File: src/rtl/core/zkid_pkg.sv
// Shared types and codes for the identification verifier.
// Used by zkid_ctrl, zkid_dp and zero_knowledge_id_verifier; depends on nothing.
package zkid_pkg;

   localparam int ROUND_WIDTH = 8;

   // request operation codes
   localparam logic [1:0] OP_START    = 2'd0;
   localparam logic [1:0] OP_COMMIT   = 2'd1;
   localparam logic [1:0] OP_RESPONSE = 2'd2;
   localparam logic [1:0] OP_RESERVED = 2'd3;

   // configuration register indexes
   localparam logic [1:0] CSR_MODULUS      = 2'd0;
   localparam logic [1:0] CSR_PUBLIC_VALUE = 2'd1;
   localparam logic [1:0] CSR_ROUND_COUNT  = 2'd2;

   typedef enum logic {
      ASEL_ONE,
      ASEL_ACC
   } a_sel_type;

   typedef enum logic [1:0] {
      BSEL_Y,
      BSEL_X,
      BSEL_V
   } b_sel_type;

   typedef struct packed {
      logic      capture_commit;
      logic      capture_resp;
      logic      start;
      logic      save_lhs;
      a_sel_type a_sel;
      b_sel_type b_sel;
   } dp_cmd_type;

   typedef struct packed {
      logic busy;
      logic done;
      logic equal;
      logic challenge;
   } dp_status_type;

endpackage

File: src/rtl/core/zero_knowledge_id_verifier.sv
// Top level of the identification verifier: configuration registers, controller and datapath.
// Depends on zkid_pkg, zkid_ctrl and zkid_dp.
//
// Usage: program modulus n, public value v and round count through the csr_ channel
// (index 0, 1, 2; csr_ready is always high; write only while no request is in flight).
// Requests arrive on req_ (valid/stall): a start opens a session, a commitment x is
// answered with its random_bit as the challenge, and a response y is checked as
// y^2 mod n == x * v^e mod n. Every request gives exactly one rsp_ result.
// Timing: start, commitment and reserved requests, and a response outside its phase, give
// their result in the cycle after acceptance. A response in its phase runs three (e = 0)
// or four (e = 1) passes of the shared shift-and-add modular multiplier, each a load, one
// double and one add per bit of the multiplier, and a hand-back to the controller; the
// multiplier sets the rate, one request is worked on at a time.
// A request is taken while the previous result still sits in the output register as long
// as that result is taken in the same cycle; a stalled result holds and stalls req_.
// Reset: registers return to n = 2, v = 0, 20 rounds; no session is open.
module zero_knowledge_id_verifier
   import zkid_pkg::*;
#(
   parameter int VALUE_WIDTH = 40
) (
   input  logic                   clock,
   input  logic                   reset,
   input  logic                   req_valid,
   output logic                   req_stall,
   input  logic [1:0]             req_operation,
   input  logic [VALUE_WIDTH-1:0] req_value,
   input  logic                   req_random_bit,
   output logic                   rsp_valid,
   input  logic                   rsp_stall,
   output logic                   rsp_challenge,
   output logic                   rsp_challenge_valid,
   output logic                   rsp_round_checked,
   output logic                   rsp_round_ok,
   output logic                   rsp_session_passed,
   output logic                   rsp_session_failed,
   input  logic                   csr_valid,
   output logic                   csr_ready,
   input  logic [1:0]             csr_index,
   input  logic [VALUE_WIDTH-1:0] csr_data
);

   logic [VALUE_WIDTH-1:0] modulus_ff, modulus_in;
   logic [VALUE_WIDTH-1:0] public_ff, public_in;
   logic [ROUND_WIDTH-1:0] rounds_cfg_ff, rounds_cfg_in;
   dp_cmd_type             cmd;
   dp_status_type          status;

   // configuration writes are always taken
   assign csr_ready = 1'b1;

   always_comb begin
      modulus_in    = modulus_ff;
      public_in     = public_ff;
      rounds_cfg_in = rounds_cfg_ff;
      if (csr_valid && csr_ready) begin
         unique case (csr_index)
            CSR_MODULUS:      modulus_in    = csr_data;
            CSR_PUBLIC_VALUE: public_in     = csr_data;
            CSR_ROUND_COUNT:  rounds_cfg_in = csr_data[ROUND_WIDTH-1:0];
            default: begin
               // drop writes to unused indexes
            end
         endcase
      end
   end

   always_ff @(posedge clock) begin
      if (reset) begin
         modulus_ff    <= VALUE_WIDTH'(2);
         public_ff     <= '0;
         rounds_cfg_ff <= ROUND_WIDTH'(20);
      end else begin
         modulus_ff    <= modulus_in;
         public_ff     <= public_in;
         rounds_cfg_ff <= rounds_cfg_in;
      end
   end

   // session sequencing and the result register
   zkid_ctrl u_ctrl (
      .clock               (clock),
      .reset               (reset),
      .req_valid           (req_valid),
      .req_stall           (req_stall),
      .req_operation       (req_operation),
      .req_random_bit      (req_random_bit),
      .rsp_valid           (rsp_valid),
      .rsp_stall           (rsp_stall),
      .rsp_challenge       (rsp_challenge),
      .rsp_challenge_valid (rsp_challenge_valid),
      .rsp_round_checked   (rsp_round_checked),
      .rsp_round_ok        (rsp_round_ok),
      .rsp_session_passed  (rsp_session_passed),
      .rsp_session_failed  (rsp_session_failed),
      .round_count         (rounds_cfg_ff),
      .cmd                 (cmd),
      .status              (status)
   );

   // stored operands and the modular multiplier
   zkid_dp #(
      .VALUE_WIDTH (VALUE_WIDTH)
   ) u_dp (
      .clock          (clock),
      .reset          (reset),
      .cmd            (cmd),
      .status         (status),
      .req_value      (req_value),
      .req_random_bit (req_random_bit),
      .modulus        (modulus_ff),
      .public_value   (public_ff)
   );

endmodule

File: src/rtl/core/zkid_dp.sv
// Datapath: stored commitment, challenge and response, and a shift-and-add modular multiplier.
// Depends on zkid_pkg; driven by zkid_ctrl through dp_cmd_type.
module zkid_dp
   import zkid_pkg::*;
#(
   parameter int VALUE_WIDTH = 40
) (
   input  logic                   clock,
   input  logic                   reset,
   input  dp_cmd_type             cmd,
   output dp_status_type          status,
   input  logic [VALUE_WIDTH-1:0] req_value,
   input  logic                   req_random_bit,
   input  logic [VALUE_WIDTH-1:0] modulus,
   input  logic [VALUE_WIDTH-1:0] public_value
);

   localparam int CW = $clog2(VALUE_WIDTH + 1);

   logic [VALUE_WIDTH-1:0] n;
   logic [VALUE_WIDTH-1:0] x_ff, y_ff, lhs_ff, acc_ff, a_ff, b_ff;
   logic [VALUE_WIDTH-1:0] x_in, y_in, lhs_in, acc_in, a_in, b_in;
   logic                   e_ff, e_in;
   logic [CW-1:0]          cnt_ff, cnt_in;
   logic                   half_ff, half_in;
   logic                   busy_ff, busy_in;
   logic                   done_ff, done_in;

   logic [VALUE_WIDTH:0]   dbl, dbl_sub, sum, sum_sub;
   logic [VALUE_WIDTH-1:0] addend, b_pick;

   // treat a modulus below two as two
   assign n = (modulus < VALUE_WIDTH'(2)) ? VALUE_WIDTH'(2) : modulus;

   assign dbl     = {acc_ff, 1'b0};
   assign dbl_sub = dbl - {1'b0, n};
   assign addend  = b_ff[VALUE_WIDTH-1] ? a_ff : '0;
   assign sum     = {1'b0, acc_ff} + {1'b0, addend};
   assign sum_sub = sum - {1'b0, n};

   always_comb begin
      unique case (cmd.b_sel)
         BSEL_Y:  b_pick = y_ff;
         BSEL_X:  b_pick = x_ff;
         BSEL_V:  b_pick = public_value;
         default: b_pick = '0;
      endcase
   end

   always_comb begin
      x_in    = x_ff;
      e_in    = e_ff;
      y_in    = y_ff;
      lhs_in  = lhs_ff;
      acc_in  = acc_ff;
      a_in    = a_ff;
      b_in    = b_ff;
      cnt_in  = cnt_ff;
      half_in = half_ff;
      busy_in = busy_ff;
      done_in = 1'b0;
      if (cmd.capture_commit) begin
         x_in = req_value;
         e_in = req_random_bit;
      end
      if (cmd.capture_resp) begin
         y_in = req_value;
      end
      if (cmd.start) begin
         // open a pass: acc = a * b mod n, b taken MSB first
         if (cmd.save_lhs) begin
            lhs_in = acc_ff;
         end
         a_in    = (cmd.a_sel == ASEL_ONE) ? VALUE_WIDTH'(1) : acc_ff;
         b_in    = b_pick;
         acc_in  = '0;
         cnt_in  = CW'(VALUE_WIDTH);
         half_in = 1'b0;
         busy_in = 1'b1;
      end else if (busy_ff) begin
         if (!half_ff) begin
            // double acc mod n
            acc_in  = dbl_sub[VALUE_WIDTH] ? dbl[VALUE_WIDTH-1:0] : dbl_sub[VALUE_WIDTH-1:0];
            half_in = 1'b1;
         end else begin
            // add a when the current bit of b is set
            acc_in  = sum_sub[VALUE_WIDTH] ? sum[VALUE_WIDTH-1:0] : sum_sub[VALUE_WIDTH-1:0];
            b_in    = {b_ff[VALUE_WIDTH-2:0], 1'b0};
            cnt_in  = cnt_ff - CW'(1);
            half_in = 1'b0;
            if (cnt_ff == CW'(1)) begin
               busy_in = 1'b0;
               done_in = 1'b1;
            end
         end
      end
   end

   always_ff @(posedge clock) begin
      if (reset) begin
         busy_ff <= 1'b0;
         done_ff <= 1'b0;
      end else begin
         busy_ff <= busy_in;
         done_ff <= done_in;
      end
   end

   always_ff @(posedge clock) begin
      x_ff    <= x_in;
      e_ff    <= e_in;
      y_ff    <= y_in;
      lhs_ff  <= lhs_in;
      acc_ff  <= acc_in;
      a_ff    <= a_in;
      b_ff    <= b_in;
      cnt_ff  <= cnt_in;
      half_ff <= half_in;
   end

   always_comb begin
      status.busy      = busy_ff;
      status.done      = done_ff;
      status.equal     = (lhs_ff == acc_ff);
      status.challenge = e_ff;
   end

endmodule

File: src/rtl/core/zkid_ctrl.sv
// Controller: session phase, round count, multiply pass sequencing and the result register.
// Depends on zkid_pkg; commands zkid_dp through dp_cmd_type / dp_status_type.
module zkid_ctrl
   import zkid_pkg::*;
(
   input  logic                   clock,
   input  logic                   reset,
   input  logic                   req_valid,
   output logic                   req_stall,
   input  logic [1:0]             req_operation,
   input  logic                   req_random_bit,
   output logic                   rsp_valid,
   input  logic                   rsp_stall,
   output logic                   rsp_challenge,
   output logic                   rsp_challenge_valid,
   output logic                   rsp_round_checked,
   output logic                   rsp_round_ok,
   output logic                   rsp_session_passed,
   output logic                   rsp_session_failed,
   input  logic [ROUND_WIDTH-1:0] round_count,
   output dp_cmd_type             cmd,
   input  dp_status_type          status
);

   typedef enum logic [2:0] {
      ST_READY,
      ST_RED_Y,
      ST_SQUARE,
      ST_RED_V,
      ST_MUL_X,
      ST_RED_X,
      ST_FINISH
   } state_type;

   typedef enum logic [1:0] {
      PH_IDLE,
      PH_COMMIT,
      PH_RESPONSE
   } phase_type;

   state_type              state_ff, state_in;
   phase_type              phase_ff, phase_in;
   logic [ROUND_WIDTH-1:0] rounds_ff, rounds_in, rounds_inc;
   logic                   start_ff, start_in;
   logic                   save_lhs_ff, save_lhs_in;
   a_sel_type              a_sel_ff, a_sel_in;
   b_sel_type              b_sel_ff, b_sel_in;
   logic                   rsp_valid_ff, rsp_valid_in;
   logic                   chal_ff, chal_in;
   logic                   chal_valid_ff, chal_valid_in;
   logic                   checked_ff, checked_in;
   logic                   ok_ff, ok_in;
   logic                   passed_ff, passed_in;
   logic                   failed_ff, failed_in;
   logic                   accept, slot_free, cap_commit, cap_resp;

   assign slot_free  = !rsp_valid_ff || !rsp_stall;
   assign req_stall  = (state_ff != ST_READY) || !slot_free;
   assign accept     = req_valid && !req_stall;
   assign rounds_inc = rounds_ff + ROUND_WIDTH'(1);

   always_comb begin
      state_in      = state_ff;
      phase_in      = phase_ff;
      rounds_in     = rounds_ff;
      start_in      = 1'b0;
      save_lhs_in   = 1'b0;
      a_sel_in      = a_sel_ff;
      b_sel_in      = b_sel_ff;
      rsp_valid_in  = rsp_valid_ff && rsp_stall;
      chal_in       = chal_ff;
      chal_valid_in = chal_valid_ff;
      checked_in    = checked_ff;
      ok_in         = ok_ff;
      passed_in     = passed_ff;
      failed_in     = failed_ff;
      cap_commit    = 1'b0;
      cap_resp      = 1'b0;
      unique case (state_ff)
         ST_READY: begin
            if (accept) begin
               rsp_valid_in  = 1'b1;
               chal_in       = 1'b0;
               chal_valid_in = 1'b0;
               checked_in    = 1'b0;
               ok_in         = 1'b0;
               passed_in     = 1'b0;
               failed_in     = 1'b0;
               unique case (req_operation)
                  OP_START: begin
                     rounds_in = '0;
                     phase_in  = PH_COMMIT;
                  end
                  OP_COMMIT: begin
                     if (phase_ff == PH_COMMIT) begin
                        cap_commit    = 1'b1;
                        phase_in      = PH_RESPONSE;
                        chal_in       = req_random_bit;
                        chal_valid_in = 1'b1;
                     end else begin
                        phase_in  = PH_IDLE;
                        failed_in = 1'b1;
                     end
                  end
                  OP_RESPONSE: begin
                     if (phase_ff == PH_RESPONSE) begin
                        // hold the result back until the check completes
                        cap_resp     = 1'b1;
                        rsp_valid_in = 1'b0;
                        state_in     = ST_RED_Y;
                        start_in     = 1'b1;
                        a_sel_in     = ASEL_ONE;
                        b_sel_in     = BSEL_Y;
                     end else begin
                        phase_in  = PH_IDLE;
                        failed_in = 1'b1;
                     end
                  end
                  OP_RESERVED: begin
                  end
                  default: begin
                  end
               endcase
            end
         end
         ST_RED_Y: begin
            if (status.done) begin
               state_in = ST_SQUARE;
               start_in = 1'b1;
               a_sel_in = ASEL_ACC;
               b_sel_in = BSEL_Y;
            end
         end
         ST_SQUARE: begin
            if (status.done) begin
               save_lhs_in = 1'b1;
               start_in    = 1'b1;
               a_sel_in    = ASEL_ONE;
               if (status.challenge) begin
                  state_in = ST_RED_V;
                  b_sel_in = BSEL_V;
               end else begin
                  state_in = ST_RED_X;
                  b_sel_in = BSEL_X;
               end
            end
         end
         ST_RED_V: begin
            if (status.done) begin
               state_in = ST_MUL_X;
               start_in = 1'b1;
               a_sel_in = ASEL_ACC;
               b_sel_in = BSEL_X;
            end
         end
         ST_MUL_X, ST_RED_X: begin
            if (status.done) begin
               state_in = ST_FINISH;
            end
         end
         ST_FINISH: begin
            if (slot_free) begin
               state_in      = ST_READY;
               rsp_valid_in  = 1'b1;
               chal_in       = 1'b0;
               chal_valid_in = 1'b0;
               checked_in    = 1'b1;
               ok_in         = status.equal;
               passed_in     = 1'b0;
               failed_in     = !status.equal;
               if (status.equal) begin
                  rounds_in = rounds_inc;
                  if (rounds_inc >= round_count) begin
                     passed_in = 1'b1;
                     phase_in  = PH_IDLE;
                  end else begin
                     phase_in = PH_COMMIT;
                  end
               end else begin
                  phase_in = PH_IDLE;
               end
            end
         end
         default: begin
            state_in = ST_READY;
         end
      endcase
   end

   always_ff @(posedge clock) begin
      if (reset) begin
         state_ff      <= ST_READY;
         phase_ff      <= PH_IDLE;
         rounds_ff     <= '0;
         start_ff      <= 1'b0;
         save_lhs_ff   <= 1'b0;
         a_sel_ff      <= ASEL_ONE;
         b_sel_ff      <= BSEL_Y;
         rsp_valid_ff  <= 1'b0;
         chal_ff       <= 1'b0;
         chal_valid_ff <= 1'b0;
         checked_ff    <= 1'b0;
         ok_ff         <= 1'b0;
         passed_ff     <= 1'b0;
         failed_ff     <= 1'b0;
      end else begin
         state_ff      <= state_in;
         phase_ff      <= phase_in;
         rounds_ff     <= rounds_in;
         start_ff      <= start_in;
         save_lhs_ff   <= save_lhs_in;
         a_sel_ff      <= a_sel_in;
         b_sel_ff      <= b_sel_in;
         rsp_valid_ff  <= rsp_valid_in;
         chal_ff       <= chal_in;
         chal_valid_ff <= chal_valid_in;
         checked_ff    <= checked_in;
         ok_ff         <= ok_in;
         passed_ff     <= passed_in;
         failed_ff     <= failed_in;
      end
   end

   always_comb begin
      cmd.capture_commit = cap_commit;
      cmd.capture_resp   = cap_resp;
      cmd.start          = start_ff;
      cmd.save_lhs       = save_lhs_ff;
      cmd.a_sel          = a_sel_ff;
      cmd.b_sel          = b_sel_ff;
   end

   assign rsp_valid           = rsp_valid_ff;
   assign rsp_challenge       = chal_ff;
   assign rsp_challenge_valid = chal_valid_ff;
   assign rsp_round_checked   = checked_ff;
   assign rsp_round_ok        = ok_ff;
   assign rsp_session_passed  = passed_ff;
   assign rsp_session_failed  = failed_ff;

`ifndef ASSERT_OFF
   a_start_idle: assert property (@(posedge clock) disable iff (reset)
      cmd.start |-> !status.busy)
      else $error("multiply pass started while the datapath is busy");

   a_done_waiting: assert property (@(posedge clock) disable iff (reset)
      status.done |-> (state_ff == ST_RED_Y || state_ff == ST_SQUARE ||
                       state_ff == ST_RED_V || state_ff == ST_MUL_X ||
                       state_ff == ST_RED_X))
      else $error("datapath finished a pass nobody waits for");

   a_pass_ok: assert property (@(posedge clock) disable iff (reset)
      rsp_valid_ff && passed_ff |-> ok_ff && checked_ff && !failed_ff)
      else $error("session passed without a verified round");

   a_chal_excl: assert property (@(posedge clock) disable iff (reset)
      rsp_valid_ff && chal_valid_ff |-> !checked_ff && !failed_ff)
      else $error("challenge result also carries a check outcome");
`endif

endmodule

File: config.mk
export PLATFORM = sky130hd
export DESIGN_NAME = zero_knowledge_id_verifier
export DESIGN_NICKNAME = d
export VERILOG_FILES = /design/src/rtl/core/zkid_pkg.sv /design/src/rtl/core/zero_knowledge_id_verifier.sv /design/src/rtl/core/zkid_dp.sv /design/src/rtl/core/zkid_ctrl.sv
export SDC_FILE = /design/constraint.sdc
export NUM_CORES = 1
export LEC_CHECK = 0
export BUFFER_PORTS_ARGS = -buffer_cell sky130_fd_sc_hd__buf_4
export CORE_UTILIZATION = 37
export CTS_CLUSTER_SIZE = 40
export DETAILED_ROUTE_END_ITERATION = 10
export SYNTH_ARGS = -nofsm -noshare
export SYNTH_HDL_FRONTEND = slang
export SYNTH_SLANG_ARGS = --single-unit
File: constraint.sdc
create_clock -name clock -period 6.9 [get_ports clock]
set_input_delay 1.38 -clock clock [delete_from_list [all_inputs] [get_ports clock]]
set_output_delay 1.38 -clock clock [all_outputs]
set_load 0.05 [all_outputs]
==> flow_metrics.tcl, run 1 <==
set metrics [dict create \
    outcome "complete, no violations" \
    synth_edf_count 201 \
    drv_cap 0 \
    synthFlopType "edfxtp_1" \
    swShare 0.447 \
    layout_commonest_cell "a21oi_1" \
    vias 18500 \
    tritoncts "yes" \
    fmax_mhz 156 \
    cts_buffers 42 \
    yosys.area.top_type "edfxtp_1" \
    mostFrequentLayoutCells "a21oi_1 (306), nand2_1 (277), nor2_1 (216)" \
    clk_latency_ns 0.59 \
    synthMuxAreaShare 0.0440 \
    async_flop_share 0 \
    hold_violations 0 \
    grt.total_usage 0.218 \
    relSlewSlack 0.190 \
    final_antenna_net_count 0 \
    start_util 0.377 \
    worstPathRequired_ns 7.34 \
    hold_path_class "reg -> reg" \
    nNetsFinal 2756 \
    peakVddDrop_v 0.000385 \
    cts_sinks 363 \
    fp-row-count 89 \
    die_y_um 248 \
    synthXorXnorAreaFrac 0.0587 \
    area_growth_pct 13.5 \
    synth-simple-area-share 0.175 \
    grt-ovfl-total 0 \
    finalMaxSlewViolations 0 \
    synth_compound_area_frac 0.193 \
    hold_buffers 0 \
    power.leakage_uw 0.0100 \
    p_seq_frac 0.230 \
    firstDrtPassIters 5 \
    rsz0062_at_grt "false" \
    synth_cell_type_count 93 \
    port_buffers 97 \
    yosys_warnings 0 \
    finClkSkew_ns 0.0222 \
    globalplace.congestion 0.922 \
    die_w_um 248 \
    post_cts_resized 0 \
    grt_pass1_vias 17900 \
    antenna_found_initial 1 \
    fin_setup_tns_ns 0 \
    cts-root-buf "clkbuf_16" \
    power.share.clock 0.180 \
    tightestPinTransition_ns 1.21 \
    worstSetupPathType "reg -> reg" \
    end_kind "flip-flop" \
    synth_area_leaders "edfxtp_1 (27%), dfxtp_1 (14%), ha_1 (7.4%)" \
    yosysSeqAreaShare 0.415 \
    dp_cells 3251 \
    htreeDepth 2 \
    final_core_util 0.428 \
    viasPerCell 5.56 \
    period_share 0.930 \
    grt_max_degree 87 \
    synth_seq_cells 363 \
    syn_area_um2 22400 \
    finalCriticalPeriod_ns 6.42 \
    clk_pin_slew_worst_paths_ns 0.06 \
    internal_power_uw 6730 \
    synthesis.nets 2676 \
    synth_top_family_by_area "compound AO/OA/AOI/OAI gates" \
    wl_per_cell_um 20.1 \
    drt_iter0_drc 1290 \
    drive_gt1_frac 0.110 \
    setup-violations-final 0 \
    syn_inst 2450 \
    final_cells 3338 \
    hold_slack_ns 0.456 \
    path_max_fanout 22 \
    core_um2 59400 \
    power_frac_comb 0.591 \
    hpwl_mm 50.3 \
    crit_path_start_kind "flip-flop" \
    ios 99 \
    clock_path_buffers 3 \
    powerDensity_nw_per_um2 479 \
    grt_pass1_wl_mm 104 \
    p_switching_uw 5440 \
    die_area_um2 61500 \
    critPathArrivalTime_ns 6.86 \
    synth_top_area_frac 0.270 \
    drc 0 \
    syn_avg_cell_area_um2 9.14 \
    nFillCells 5775 \
    yosys.area_share.adder 0.0770 \
    routed_wl_mm 67.2 \
]
## cells by family after synthesis
| group | Yosys count |
|---|---|
| flops | 363 |
| simple gates | 828 |
| mux | 95 |
| fa+ha+maj | 136 |
| compound gates | 671 |
| other cells | 1 |
| buf+inv | 208 |
| xor+xnor | 148 |
## cell type report
type,count,area (µm²),share of cell area
Multi-Input combinational cell,1879,12300,0.484
Sequential cell,363,9280,0.365
Timing Repair Buffer,156,1200,0.0471
Clock buffer,54,1120,0.0439
Tap cell,773,967,0.0381
Inverter,88,330,0.0130
Clock inverter,22,213,0.00837
Antenna cell,3,7.51,0.000295
## per-stage QoR
step / power, µW / cell area [µm²] / setup slack, ns
2_1_floorplan: 7950 / 22400 / 1.23
3_3_place_gp: 9780 / 24000 / 0.429
3_5_place_dp: 9760 / 24000 / 0.257
4_1_cts: 12000 / 25300 / 0.219
5_1_grt: 13000 / 25400 / 0.0687
6_report: 12200 / 25400 / 0.484
## power by group through the flow
stage	Clock [µW]	Combinational [µW]	Sequential, µW
finish	2190	7180	2790
global route	2300	7850	2810
CTS	2230	6990	2790
detailed placement	0	6930	2830
global placement	0	6950	2830
floorplan	0	5180	2770
## critical path: stages (launching register included)
cell,delay (ns)
edfxtp_1,0.56
and2_1,0.25
ha_1,0.32
a211o_1,0.29
a21oi_1,0.24
a22oi_2,0.15
a2111o_1,0.49
a21oi_2,0.30
o31ai_1,0.19
a32o_1,0.29
mux2i_1,0.13
or3_1,0.42
ha_1,0.38
a21o_1,0.19
a21o_1,0.17
a21oi_1,0.13
nor2b_1,0.05
o21ai_0,0.16
a21oi_1,0.12
a211oi_4,0.27
xnor2_4,0.17
buf_12,0.16
buf_4,0.27
inv_2,0.17
a211oi_1,0.25
o32ai_1,0.13
## repair_timing
item,4_1_cts,5_1_grt
setup endpoints to repair,0,28
endpoints found under the hold margin,0,0
setup buffers,0,8
## state kept, by name, summed over array words and instances (netlist names), 2 cells and up
register and cells:
u_ctrl.b_sel_ff 2, u_dp.a_ff 40, u_dp.cnt_ff 6, u_dp.y_ff 40, public_ff 40, u_ctrl.phase_ff 2
u_dp.lhs_ff 40, u_ctrl.state_ff 3, rounds_cfg_ff 8, u_dp.acc_ff 40, modulus_ff 40, u_dp.x_ff 40
u_dp.b_ff 40, u_ctrl.rounds_ff 8
## cell usage after synthesis (all sizes together) (18+ instances only)
master  number
and2        94
a21oi      310
xnor2       66
nand2b      23
inv         87
nand2      279
nand4       24
ha         133
edfxtp     201
o21a        18
a21o        77
mux2        24
xor2        82
nor2       221
nand3       32
nor4        23
dfxtp      162
buf         23
clkbuf      97
o21ai       80
nor2b       30
mux2i       71
a211oi      25
and3        21
nor3        34
## per-layer routing
| layer | part of all wire | track usage | routed length, µm |
|---|---|---|---|
| met5 | 0 | 0 | 0 |
| met4 | 0.027 | 0.0687 | 1830 |
| met3 | 0.057 | 0.0327 | 3860 |
| met2 | 0.44 | 0.335 | 29500 |
| met1 | 0.48 | 0.313 | 32100 |
## final timing paths
| kind | start | end | slack, ns | cells past startpoint |
|---|---|---|---|---|
| setup / recovery | u_dp.b_ff[39] | u_dp.acc_ff[15] | 0.48 | 25 |
| hold / removal | public_ff[29] | public_ff[29] | 0.46 | 2 |
| setup reg to reg | u_dp.b_ff[39] | u_dp.acc_ff[15] | 0.48 | 25 |
| hold reg to reg | public_ff[29] | public_ff[29] | 0.46 | 2 |
Power figures use the tool's default switching activity.
==> run 2, diff against run 1 <==
- MAX_ROUTING_LAYER: not set -> met4
==> run 2 against run 1 <==
Sequential share of layout area shrank 0.058 points. Non-clock buffer count is 3 higher. Highest routed layer unchanged. Utilization increased by 0.074 points. Fmax shrank 0.20%. Via count barely moved. Sequential power barely moved. Sequential cell count unchanged. Die area unchanged. Critical path depth unchanged. Clock-buffer cell count is 2 lower. Worst hold slack got worse by 0.0031 ns.
==> flow_metrics.tcl, run 2 (synthesis results as in run 1) <==
set metrics [dict create \
    outcome "complete, no violations" \
    post_cts_resized 0 \
    core_um2 59400 \
    grt_pass1_wl_mm 105 \
    cpMaxStageDelayCell "edfxtp_1" \
    r2r-start "u_dp.b_ff[39]" \
    rsz0062_at_grt "false" \
    cts_sinks 363 \
    nNetsFinal 2759 \
    rr_endpoint "u_dp.acc_ff[15]" \
    wl_per_cell_um 20.2 \
    min_to "public_ff[10]" \
    drc 0 \
    critPathBufInv 3 \
    grt-ovfl-total 0 \
    die_area_um2 61500 \
    fin_setup_tns_ns 0 \
    vias 18500 \
    hold_buffers 0 \
    grt.total_usage 0.227 \
    rr_worst_depth 25 \
    die_w_um 248 \
    diodes 0 \
    cts_buffers 42 \
    path_max_fanout 22 \
    worstPathRequired_ns 7.31 \
    cpMostUsedCell "a21oi_1" \
    ios 99 \
    worstSetupPathType "reg -> reg" \
    grt_pass1_vias 18000 \
    hpwl_mm 50.4 \
    rrSetupSlack_ns 0.47 \
    fmax_mhz 156 \
    tightestPinTransition_ns 1.20 \
    crit_path_max_incr_delay_ns 0.54 \
    critPathArrivalTime_ns 6.84 \
    clk_pin_slew_worst_paths_ns 0.06 \
    firstDrtPassIters 5 \
    die_y_um 248 \
    clk_latency_ns 0.60 \
    fp-row-count 89 \
    power.leakage_uw 0.0101 \
    setup-violations-final 0 \
    hold_slack_ns 0.453 \
    tritoncts "yes" \
    hold_path_class "reg -> reg" \
    port_buffers 97 \
    layout_commonest_cell "a21oi_1" \
    holdCritStartpoint "public_ff[10]" \
    crit_path_start_kind "flip-flop" \
    drv_cap 0 \
    routed_wl_mm 67.6 \
    globalplace.congestion 0.941 \
    finalCriticalPeriod_ns 6.43 \
    finClkSkew_ns 0.0378 \
    htreeDepth 2 \
    period_share 0.932 \
    start_util 0.377 \
    hold_depth 2 \
    mostFrequentLayoutCells "a21oi_1 (306), nand2_1 (277), nor2_1 (216)" \
    final_antenna_net_count 0 \
    drt_iter0_drc 1465 \
    cts-root-buf "clkbuf_16" \
    area_growth_pct 13.7 \
    finalMaxSlewViolations 0 \
    powerDensity_nw_per_um2 480 \
    end_kind "flip-flop" \
    grt_max_degree 87 \
    relSlewSlack 0.196 \
    hold_violations 0 \
    antenna_found_initial 0 \
    critPathTopFamily "compound AO/OA/AOI/OAI gates" \
    drive_gt1_frac 0.113 \
    peakVddDrop_v 0.000342 \
    viasPerCell 5.55 \
    clock_path_buffers 3 \
]
==> run 2: changes by cell type in the layout (fill, tap and decap cells not counted), moves of 2 or more <==
| cell | change |
|---|---|
| clkinvlp_4 | -2 |
| diode_2 | -3 |
| inv_6 | +2 |
| clkinv_1 | -2 |
| clkbuf_1 | -2 |
| inv_8 | +2 |
| clkinv_2 | +2 |
| buf_4 | +4 |
==> run 2: final cells by class <==
class | instances | area, µm²
repair buffers | 159 | 1210
flip-flops and latches | 363 | 9290
well taps | 773 | 967
clock inverters | 25 | 249
clock buffers | 52 | 1120
inverters | 88 | 330
multi-input cells | 1879 | 12300
fillers | 5820 | 33900
==> run 2: report_power, final <==
part / leakage, µW / internal (µW) / switching [µW] / total (µW)
clock: 0.000674 / 1260 / 982 / 2240
combinational: 0.00626 / 2950 / 4260 / 7210
sequential: 0.00315 / 2550 / 238 / 2780
==> run 2: worst max-delay path by stage <==
stage,start,endpoint,slack (ns),cells after the start
2_1_floorplan,u_dp.b_ff[39],u_dp.acc_ff[16],1.23,25
3_3_place_gp,u_dp.b_ff[39],u_dp.acc_ff[15],0.39,24
3_5_place_dp,u_dp.b_ff[39],u_dp.acc_ff[15],0.22,23
4_1_cts,u_dp.b_ff[39],u_dp.acc_ff[15],0.18,23
5_1_grt,u_dp.b_ff[39],u_dp.acc_ff[15],0.17,25
6_report,u_dp.b_ff[39],u_dp.acc_ff[15],0.47,25
==> run 2: repair_timing <==
action                                 in CTS  in global routing
endpoints found under the hold margin       0                  0
setup endpoints to repair                   0                 25
buffers inserted                            0                  9
==> run 2: metal layers <==
layer	vias to the layer above	routed length (µm)	global-route usage
li1	9014	-	-
met5	-	0	-
met4	0	1420	0.0541
met2	527	30200	0.348
met3	89	3720	0.0261
met1	8899	32200	0.319
==> run 2: tightest hold or removal path, cell delays in order, from the launching register on <==
cell and delay (ns):
dfxtp_1 0.31, nand2_1 0.05, a21oi_1 0.05
==> run 2: stage by stage <==
step	utilization	instance area (µm²)	std cells	total power (µW)	worst slack (ns)
after floorplan	-	22400	2450	7950	1.23
after global placement	0.404	24000	3253	9750	0.385
after detailed placement	0.404	24000	3253	9780	0.217
after CTS	0.428	25400	3330	12100	0.181
after global routing	0.429	25500	3339	13000	0.173
final	0.429	25500	3339	12200	0.470
